File: config.mk
export PLATFORM = sky130hd
export DESIGN_NAME = servo_command_frame_encoder
export DESIGN_NICKNAME = d
export VERILOG_FILES = /design/src/rtl/scfe_pkg.sv /design/src/rtl/scfe_cfg_regs.sv /design/src/rtl/scfe_frame_builder.sv /design/src/rtl/scfe_byte_serializer.sv /design/src/rtl/servo_command_frame_encoder.sv
export VERILOG_INCLUDE_DIRS = /design/src /design/src/rtl
export SDC_FILE = /design/constraint.sdc
export NUM_CORES = 1
export LEC_CHECK = 0
export ABC_AREA = 1
export BUFFER_PORTS_ARGS = -buffer_cell sky130_fd_sc_hd__buf_2
export CORE_ASPECT_RATIO = 1.5
export CORE_MARGIN = 5
export CORE_UTILIZATION = 25
export CTS_BUF_LIST = sky130_fd_sc_hd__clkbuf_8
export DETAILED_ROUTE_END_ITERATION = 12
export SYNTH_ARGS = -nofsm -noshare
export SYNTH_HDL_FRONTEND = slang
export SYNTH_SLANG_ARGS = --single-unit
File: constraint.sdc
create_clock -name clk -period 6.7 [get_ports clk]
set_input_delay 1.34 -clock clk [delete_from_list [all_inputs] [get_ports clk]]
set_output_delay 1.34 -clock clk [all_outputs]
set_load 0.03 [all_outputs]
File: src/rtl/servo_command_frame_encoder_defines.svh
// Assertion macros used by the byte serializer of the servo command frame encoder.
`ifndef SERVO_COMMAND_FRAME_ENCODER_DEFINES_SVH
`define SERVO_COMMAND_FRAME_ENCODER_DEFINES_SVH

// Check that a condition implies another in the same cycle.
`define SCFE_ASSERT_SAME(label, clk, rst_n, ante, cons) \
    label: assert property (@(posedge clk) disable iff (!rst_n) (ante) |-> (cons)) \
        else $error("scfe assertion failed");

// Check that a condition implies another in the following cycle.
`define SCFE_ASSERT_NEXT(label, clk, rst_n, ante, cons) \
    label: assert property (@(posedge clk) disable iff (!rst_n) (ante) |=> (cons)) \
        else $error("scfe assertion failed");

`endif

File: src/rtl/scfe_pkg.sv
// Package with constants and types of the servo command frame encoder.
package scfe_pkg;

    localparam int unsigned FRAME_MAX = 9;
    localparam int unsigned COUNT_W   = 4;

    localparam logic [7:0] HEADER_BYTE  = 8'hFF;
    localparam logic [7:0] WRITE_LENGTH = 8'd5;
    localparam logic [7:0] READ_LENGTH  = 8'd4;
    localparam logic [7:0] WRITE_CODE_RST = 8'd3;
    localparam logic [7:0] READ_CODE_RST  = 8'd2;

    localparam logic [COUNT_W-1:0] WRITE_TOTAL = 4'd9;
    localparam logic [COUNT_W-1:0] READ_TOTAL  = 4'd8;

    // Request kinds
    localparam logic OP_WRITE = 1'b0;
    localparam logic OP_READ  = 1'b1;

    // Register indexes
    localparam logic REG_WRITE_CODE = 1'b0;
    localparam logic REG_READ_CODE  = 1'b1;

    typedef logic [7:0] byte_t;

    // Built frame handed from the builder to the serializer
    typedef struct packed {
        logic                  valid;
        logic [COUNT_W-1:0]    total;
        byte_t [FRAME_MAX-1:0] bytes;
    } frame_t;

    // Command bytes from the register block
    typedef struct packed {
        byte_t write_code;
        byte_t read_code;
    } codes_t;

endpackage

File: src/rtl/scfe_cfg_regs.sv
// APB register block holding the write and read command codes.
module scfe_cfg_regs
    import scfe_pkg::*;
(
    input  logic        clk,
    input  logic        rst_n,
    input  logic        psel,
    input  logic        penable,
    input  logic        pwrite,
    input  logic [2:0]  paddr,
    input  logic [31:0] pwdata,
    output logic [31:0] prdata,
    output logic        pready,
    output codes_t      codes
);

    byte_t write_code_reg;
    byte_t read_code_reg;
    logic  wr_en;
    logic  reg_sel;

    assign pready  = 1'b1;
    assign wr_en   = psel & penable & pwrite;
    assign reg_sel = paddr[2];

    // Write a code on the access cycle of a write transfer
    always_ff @(posedge clk or negedge rst_n)
    begin
        if (!rst_n)
        begin
            write_code_reg <= WRITE_CODE_RST;
            read_code_reg  <= READ_CODE_RST;
        end
        else if (wr_en)
        begin
            case (reg_sel)
                REG_WRITE_CODE: write_code_reg <= pwdata[7:0];
                REG_READ_CODE:  read_code_reg  <= pwdata[7:0];
                default:        write_code_reg <= write_code_reg;
            endcase
        end
    end

    // Return the selected code on reads
    always_comb
    begin
        case (reg_sel)
            REG_WRITE_CODE: prdata = {24'd0, write_code_reg};
            REG_READ_CODE:  prdata = {24'd0, read_code_reg};
            default:        prdata = 32'd0;
        endcase
    end

    assign codes.write_code = write_code_reg;
    assign codes.read_code  = read_code_reg;

endmodule

File: src/rtl/scfe_frame_builder.sv
// Request register and frame assembly with checksum.
module scfe_frame_builder
    import scfe_pkg::*;
(
    input  logic        clk,
    input  logic        rst_n,
    input  logic        start,
    input  logic        opcode,
    input  logic [7:0]  servo_id,
    input  logic [7:0]  reg_address,
    input  logic [15:0] write_value,
    input  logic [7:0]  read_count,
    input  codes_t      codes,
    input  logic        load,
    output logic        busy,
    output frame_t      frame
);

    logic        req_valid_reg;
    logic        req_valid_next;
    logic        op_reg;
    byte_t       id_reg;
    byte_t       addr_reg;
    logic [15:0] value_reg;
    byte_t       count_reg;
    logic        accept;
    byte_t       len_b;
    byte_t       code_b;
    byte_t       p1_b;
    byte_t       p2_b;
    byte_t       csum;

    assign busy   = req_valid_reg & ~load;
    assign accept = start & ~busy;

    // Hold a request until the serializer takes it
    always_comb
    begin
        req_valid_next = req_valid_reg;
        if (accept)
            req_valid_next = 1'b1;
        else if (load)
            req_valid_next = 1'b0;
    end

    always_ff @(posedge clk or negedge rst_n)
    begin
        if (!rst_n)
            req_valid_reg <= 1'b0;
        else
            req_valid_reg <= req_valid_next;
    end

    // Capture the request fields on each accepted transfer
    always_ff @(posedge clk)
    begin
        if (accept)
        begin
            op_reg    <= opcode;
            id_reg    <= servo_id;
            addr_reg  <= reg_address;
            value_reg <= write_value;
            count_reg <= read_count;
        end
    end

    // Select length, command and parameters by request kind
    always_comb
    begin
        case (op_reg)
            OP_READ:
            begin
                len_b  = READ_LENGTH;
                code_b = codes.read_code;
                p1_b   = count_reg;
                p2_b   = 8'd0;
            end
            default:
            begin
                len_b  = WRITE_LENGTH;
                code_b = codes.write_code;
                p1_b   = value_reg[7:0];
                p2_b   = value_reg[15:8];
            end
        endcase
    end

    // Invert the low byte of the sum from id through the last parameter
    assign csum = ~(id_reg + len_b + code_b + addr_reg + p1_b + p2_b);

    // Lay out the frame bytes in transmit order
    always_comb
    begin
        frame.valid    = req_valid_reg;
        frame.bytes[0] = HEADER_BYTE;
        frame.bytes[1] = HEADER_BYTE;
        frame.bytes[2] = id_reg;
        frame.bytes[3] = len_b;
        frame.bytes[4] = code_b;
        frame.bytes[5] = addr_reg;
        frame.bytes[6] = p1_b;
        if (op_reg == OP_READ)
        begin
            frame.bytes[7] = csum;
            frame.bytes[8] = 8'd0;
            frame.total    = READ_TOTAL;
        end
        else
        begin
            frame.bytes[7] = p2_b;
            frame.bytes[8] = csum;
            frame.total    = WRITE_TOTAL;
        end
    end

endmodule

File: src/rtl/scfe_byte_serializer.sv
// Frame shift register that emits one byte per cycle.
`include "servo_command_frame_encoder_defines.svh"

module scfe_byte_serializer
    import scfe_pkg::*;
(
    input  logic        clk,
    input  logic        rst_n,
    input  frame_t      frame,
    output logic        load,
    output logic        tx_valid,
    output logic [7:0]  tx_byte,
    output logic        frame_end
);

    byte_t [FRAME_MAX-1:0] shift_reg;
    byte_t [FRAME_MAX-1:0] shift_next;
    logic [COUNT_W-1:0]    left_reg;
    logic [COUNT_W-1:0]    left_next;

    // Take a new frame when idle or while the last byte goes out
    assign load = frame.valid & (left_reg <= COUNT_W'(1));

    // Advance the byte counter
    always_comb
    begin
        if (load)
            left_next = frame.total;
        else if (left_reg != '0)
            left_next = left_reg - COUNT_W'(1);
        else
            left_next = left_reg;
    end

    always_ff @(posedge clk or negedge rst_n)
    begin
        if (!rst_n)
            left_reg <= '0;
        else
            left_reg <= left_next;
    end

    // Load or shift the frame bytes toward the output slot
    always_comb
    begin
        shift_next = shift_reg;
        if (load)
            shift_next = frame.bytes;
        else
        begin
            for (int i = 0; i < FRAME_MAX - 1; i++)
                shift_next[i] = shift_reg[i + 1];
            shift_next[FRAME_MAX-1] = 8'd0;
        end
    end

    always_ff @(posedge clk)
    begin
        shift_reg <= shift_next;
    end

    assign tx_valid  = (left_reg != '0);
    assign tx_byte   = shift_reg[0];
    assign frame_end = (left_reg == COUNT_W'(1));

    `SCFE_ASSERT_SAME(a_load_at_end, clk, rst_n, load, left_reg <= COUNT_W'(1))
    `SCFE_ASSERT_NEXT(a_no_gap, clk, rst_n, tx_valid && !frame_end, tx_valid)
    `SCFE_ASSERT_NEXT(a_next_header, clk, rst_n, tx_valid && frame_end,
                      !tx_valid || tx_byte == HEADER_BYTE)
    `SCFE_ASSERT_NEXT(a_first_header, clk, rst_n, load, tx_byte == HEADER_BYTE)

endmodule

File: src/rtl/servo_command_frame_encoder.sv
// Top level of the servo command frame encoder.
//
// Usage: drive one servo request on the field ports with start high; the
// request is taken at a rising edge where start is high and busy is low.
// The frame goes out on tx_byte one byte per cycle with tx_valid high for
// each byte; frame_end marks the checksum byte. A write frame is 9 bytes,
// a read frame 8 bytes.
// The accepted request is registered in the builder, then loaded into the
// byte shifter when it is free; the first header byte then shows on tx_byte.
// One request is held while a frame shifts out, so a new request can be
// taken before the last frame is through; the pace of frames is set by the
// one-byte-per-cycle shift register; frames follow each other with no gap.
// Command codes are set over the APB port: write_code at address 0,
// read_code at address 4; change them only while the block is idle.
// Reset clears the pending request and the byte counter and restores the
// codes to 3 and 2. The receiver cannot stall: each byte is valid for
// exactly one cycle.
module servo_command_frame_encoder
    import scfe_pkg::*;
(
    input  logic        clk,
    input  logic        rst_n,
    input  logic        start,
    output logic        busy,
    input  logic        opcode,
    input  logic [7:0]  servo_id,
    input  logic [7:0]  reg_address,
    input  logic [15:0] write_value,
    input  logic [7:0]  read_count,
    output logic        tx_valid,
    output logic [7:0]  tx_byte,
    output logic        frame_end,
    input  logic        psel,
    input  logic        penable,
    input  logic        pwrite,
    input  logic [2:0]  paddr,
    input  logic [31:0] pwdata,
    output logic [31:0] prdata,
    output logic        pready
);

    codes_t codes;
    frame_t frame;
    logic   load;

    scfe_cfg_regs u_cfg_regs (
        .clk     (clk),
        .rst_n   (rst_n),
        .psel    (psel),
        .penable (penable),
        .pwrite  (pwrite),
        .paddr   (paddr),
        .pwdata  (pwdata),
        .prdata  (prdata),
        .pready  (pready),
        .codes   (codes)
    );

    scfe_frame_builder u_frame_builder (
        .clk         (clk),
        .rst_n       (rst_n),
        .start       (start),
        .opcode      (opcode),
        .servo_id    (servo_id),
        .reg_address (reg_address),
        .write_value (write_value),
        .read_count  (read_count),
        .codes       (codes),
        .load        (load),
        .busy        (busy),
        .frame       (frame)
    );

    scfe_byte_serializer u_byte_serializer (
        .clk       (clk),
        .rst_n     (rst_n),
        .frame     (frame),
        .load      (load),
        .tx_valid  (tx_valid),
        .tx_byte   (tx_byte),
        .frame_end (frame_end)
    );

endmodule
==> impl_metrics.sql <==
INSERT INTO impl_metrics (metric_group, metric, value, unit) VALUES
('route', 'drt_pass1_iterations', '4', ''),
('synthesis', 'netlist-cell-type-count', '31', ''),
('floorplan', 'boundaryPins', '126', ''),
('power_and_ir_drop', 'vdd_drop_max', '0.000236', 'V'),
('grt', 'layer_with_the_highest_usage_after_global_routing', 'met2', ''),
('clocking', 'post_cts_hold_buffer_count', '0', ''),
('timing', 'finalCritPeriodShare', '0.614', ''),
('power_and_ir_drop', 'netSwitchingPower', '1.59', 'mW'),
('power_and_ir_drop', 'p_int', '2.24', 'mW'),
('run_status', 'run_status', 'complete, no violations', ''),
('clocking', 'clock_buffer_count_from_cts', '17', ''),
('worst_setup_path', 'timing_worst_setup_path_type', 'flop to flop', ''),
('worst_setup_path', 'endpoint_kind', 'flop', ''),
('clocking', 'clock-sinks', '134', ''),
('cells_and_area', 'num-fill-cells', '2414', ''),
('route', 'vias', '3798', ''),
('cells_and_area', 'final_cell_area', '6810', 'sq um'),
('grt', 'met3_usage', '0.0306', ''),
('power_and_ir_drop', 'sequentialPowerShare', '0.321', ''),
('clocking', 'cts_tree', 'done', ''),
('power_and_ir_drop', 'combPwrFrac', '0.492', ''),
('worst_setup_path', 'path_delay_family', 'adder cells', ''),
('clocking', 'post-cts-setup-buffer-count', '0', ''),
('hold_path', 'hold_path.class', 'flop to flop', ''),
('route', 'routed_wl_per_cell', '11.6', 'um'),
('place', 'place_hpwl', '8510', 'um'),
('route', 'number_of_nets_with_antenna_violations_after_detailed_routing', '0', ''),
('synthesis', 'synth_enable_flop_cells', '41', ''),
('synthesis', 'synth_async_sr_flop_share', '0.157', ''),
('grt', 'met1_usage', '0.110', ''),
('cells_and_area', 'design.final.nets', '803', ''),
('clocking', 'ctsRootBufferMaster', 'sky130_fd_sc_hd__clkbuf_8', ''),
('power_and_ir_drop', 'power_switching_share', '0.416', ''),
('route', 'routed_wl', '11800', 'um'),
('cells_and_area', 'post_route_cells_drive_above_1_share', '0.196', ''),
('floorplan', 'chipHeight', '197', 'um'),
('timing', 'max_slew_margin_vs_limit', '0.440', ''),
('timing', 'fin_crit', '4110', 'ps'),
('cells_and_area', 'insertedDiodeCount', '0', ''),
('synthesis', 'synthesis.area', '5860', 'sq um'),
('grt', 'grtUsageMet2', '0.159', ''),
('clocking', 'clock_path_buffers', '2', ''),
('grt', 'total_congestion_overflow', '0', ''),
('place', 'port_buffers', '74', ''),
('timing', 'worst_pin_slew', '839', 'ps'),
('synthesis', 'synth-seq-area-share', '0.547', ''),
('synthesis', 'ys_seq_elements', '134', ''),
('power_and_ir_drop', 'clkPwrFrac', '0.188', ''),
('grt', 'grt_pass1_vias', '3755', ''),
('timing', 'max_clock_freq', '243', 'MHz'),
('place', 'gp_congestion', '0.756', ''),
('grt', 'grt_pass1_wl', '19100', 'um'),
('synthesis', 'mean_syn_cell_area', '9.46', 'sq um'),
('floorplan', 'fp-row-count', '68', ''),
('synthesis', 'synth_top_flop_cell', 'sky130_fd_sc_hd__dfxtp_1', ''),
('grt', 'antenna_found_initial', '0', ''),
('worst_setup_path', 'cpMaxStageDelayCell', 'sky130_fd_sc_hd__edfxtp_1', ''),
('power_and_ir_drop', 'p_leak', '3.27', 'nW'),
('worst_setup_path', 'startpoint_type', 'flop', ''),
('clocking', 'clock_slew_at_the_register_clock_pins_of_the_worst_setup_and_hold_paths', '80', 'ps'),
('worst_setup_path', 'cp_max_fo', '22', ''),
('route', 'drt_iter0_drc', '176', ''),
('grt', 'grt_max_degree', '63', ''),
('timing', 'setup_repair_after_global_routing_missed_its_margin', 'no', ''),
('cells_and_area', 'areaGrowthSynthToFinish', '16.2', '%'),
('worst_setup_path', 'crit_required', '7080', 'ps'),
('timing', 'finalClockSkew', '16.6', 'ps'),
('worst_setup_path', 'cp_data_arrival_time', '4490', 'ps'),
('worst_setup_path', 'cpPeakStageDelay', '580', 'ps'),
('cells_and_area', 'area.sequential', '3200', 'sq um'),
('clocking', 'ctsResizeCount', '0', '');
==> final timing paths <==
| check | from | endpoint | slack, ps | cells after the start |
|---|---|---|---|---|
| min | u_byte_serializer.shift_reg[36] | u_byte_serializer.shift_reg[28] | 400 | 2 |
| max in group asynchronous | rst_n | u_cfg_regs.write_code_reg[1] | 5520 | 1 |
| min in group asynchronous | rst_n | u_cfg_regs.write_code_reg[7] | 830 | 1 |
| max | u_frame_builder.op_reg | u_byte_serializer.shift_reg[63] | 2590 | 15 |
| max reg2reg | u_frame_builder.op_reg | u_byte_serializer.shift_reg[63] | 2590 | 15 |
| min reg2reg | u_byte_serializer.shift_reg[36] | u_byte_serializer.shift_reg[28] | 400 | 2 |
==> cells in the mapped netlist (2+ instances only) <==
cell type / n / area [sq um]
sky130_fd_sc_hd__a31oi_1: 6 / 37.5
sky130_fd_sc_hd__conb_1: 2 / 7.51
sky130_fd_sc_hd__buf_4: 33 / 248
sky130_fd_sc_hd__ha_1: 14 / 175
sky130_fd_sc_hd__edfxtp_1: 41 / 1230
sky130_fd_sc_hd__o21ai_1: 9 / 45.0
sky130_fd_sc_hd__dfrtp_1: 18 / 450
sky130_fd_sc_hd__dfxtp_1: 72 / 1440
sky130_fd_sc_hd__fa_1: 21 / 420
sky130_fd_sc_hd__clkbuf_1: 6 / 22.5
sky130_fd_sc_hd__o21ai_0: 39 / 195
sky130_fd_sc_hd__nand3_1: 9 / 45.0
sky130_fd_sc_hd__nor2_2: 3 / 18.8
sky130_fd_sc_hd__nor2_1: 31 / 116
sky130_fd_sc_hd__xor2_1: 3 / 26.3
sky130_fd_sc_hd__or2_2: 17 / 106
sky130_fd_sc_hd__inv_2: 5 / 18.8
sky130_fd_sc_hd__nand2_1: 171 / 642
sky130_fd_sc_hd__a21oi_1: 9 / 45.0
sky130_fd_sc_hd__inv_1: 86 / 323
sky130_fd_sc_hd__buf_2: 9 / 45.0
sky130_fd_sc_hd__mux2i_1: 2 / 20.0
sky130_fd_sc_hd__dfstp_2: 3 / 78.8
sky130_fd_sc_hd__buf_6: 3 / 33.8
==> layer usage <==
layer  part of all wire  vias up
met1               0.43     1706
li1                   -     1975
met3              0.056       16
met4              0.018        0
met2               0.50      101
met5                  0        -
==> final cells by class <==
type	instances	share of cell area
well taps	315	0.0579
clock inverters	15	0.0276
clock buffers	17	0.0344
repair buffers	77	0.0577
multi-input cells	365	0.302
flip-flops and latches	134	0.470
inverters	91	0.0502
==> cell families after synthesis <==
logic type	count (synthesis)	synth area share
and+or+nand+nor	234	0.165
buffers and inverters	143	0.119
DFF	134	0.547
AOI/OAI and AO/OA	65	0.0575
adders and majority gates	35	0.102
xor gates and xnor gates	4	0.00598
other	2	0.00128
muxes	2	0.00342
==> power groups by stage <==
stage / sequential, mW / clock, mW / combinational, mW
floorplan: 1.23 / 0 / 1.57
global placement: 1.24 / 0 / 1.89
detailed placement: 1.25 / 0 / 1.92
CTS: 1.23 / 0.747 / 1.93
global route: 1.26 / 0.780 / 2.20
finish: 1.23 / 0.720 / 1.89
==> tightest hold or removal path: stages (launching register included) <==
cell,delay (ps)
sky130_fd_sc_hd__dfxtp_1,300
sky130_fd_sc_hd__inv_1,40
sky130_fd_sc_hd__nor2_1,30
==> per-stage QoR <==
stage               cells  setup WS, ps   util  hold slack [ps]  total power, mW
global route         1014          2190  0.295              424             4.24
detailed placement    982          2490  0.277              397             3.17
floorplan             642          2960      -              393             2.80
global placement      982          2530  0.277              394             3.14
finish               1014          2590  0.295              400             3.83
CTS                  1014          2480  0.295              400             3.91
==> cell usage in the layout, fill, tap and decap left out, types with 3 or more instances in the layout <==
cell	count
sky130_fd_sc_hd__buf_2	74
sky130_fd_sc_hd__nand2_1	171
sky130_fd_sc_hd__o21ai_0	39
sky130_fd_sc_hd__conb_1	25
sky130_fd_sc_hd__nand3_1	9
sky130_fd_sc_hd__buf_4	3
sky130_fd_sc_hd__fa_1	21
sky130_fd_sc_hd__bufinv_16	4
sky130_fd_sc_hd__dfrtp_1	18
sky130_fd_sc_hd__nor2_2	3
sky130_fd_sc_hd__clkbuf_8	17
sky130_fd_sc_hd__or2_2	17
sky130_fd_sc_hd__ha_1	14
sky130_fd_sc_hd__a21oi_1	9
sky130_fd_sc_hd__clkinv_2	3
sky130_fd_sc_hd__inv_1	88
sky130_fd_sc_hd__xor2_1	3
sky130_fd_sc_hd__dfstp_2	3
sky130_fd_sc_hd__inv_2	5
sky130_fd_sc_hd__edfxtp_1	41
sky130_fd_sc_hd__o21ai_1	9
sky130_fd_sc_hd__a31oi_1	6
sky130_fd_sc_hd__dfxtp_1	72
sky130_fd_sc_hd__nor2_1	30
No activity file was read; power rests on OpenSTA's default activity.
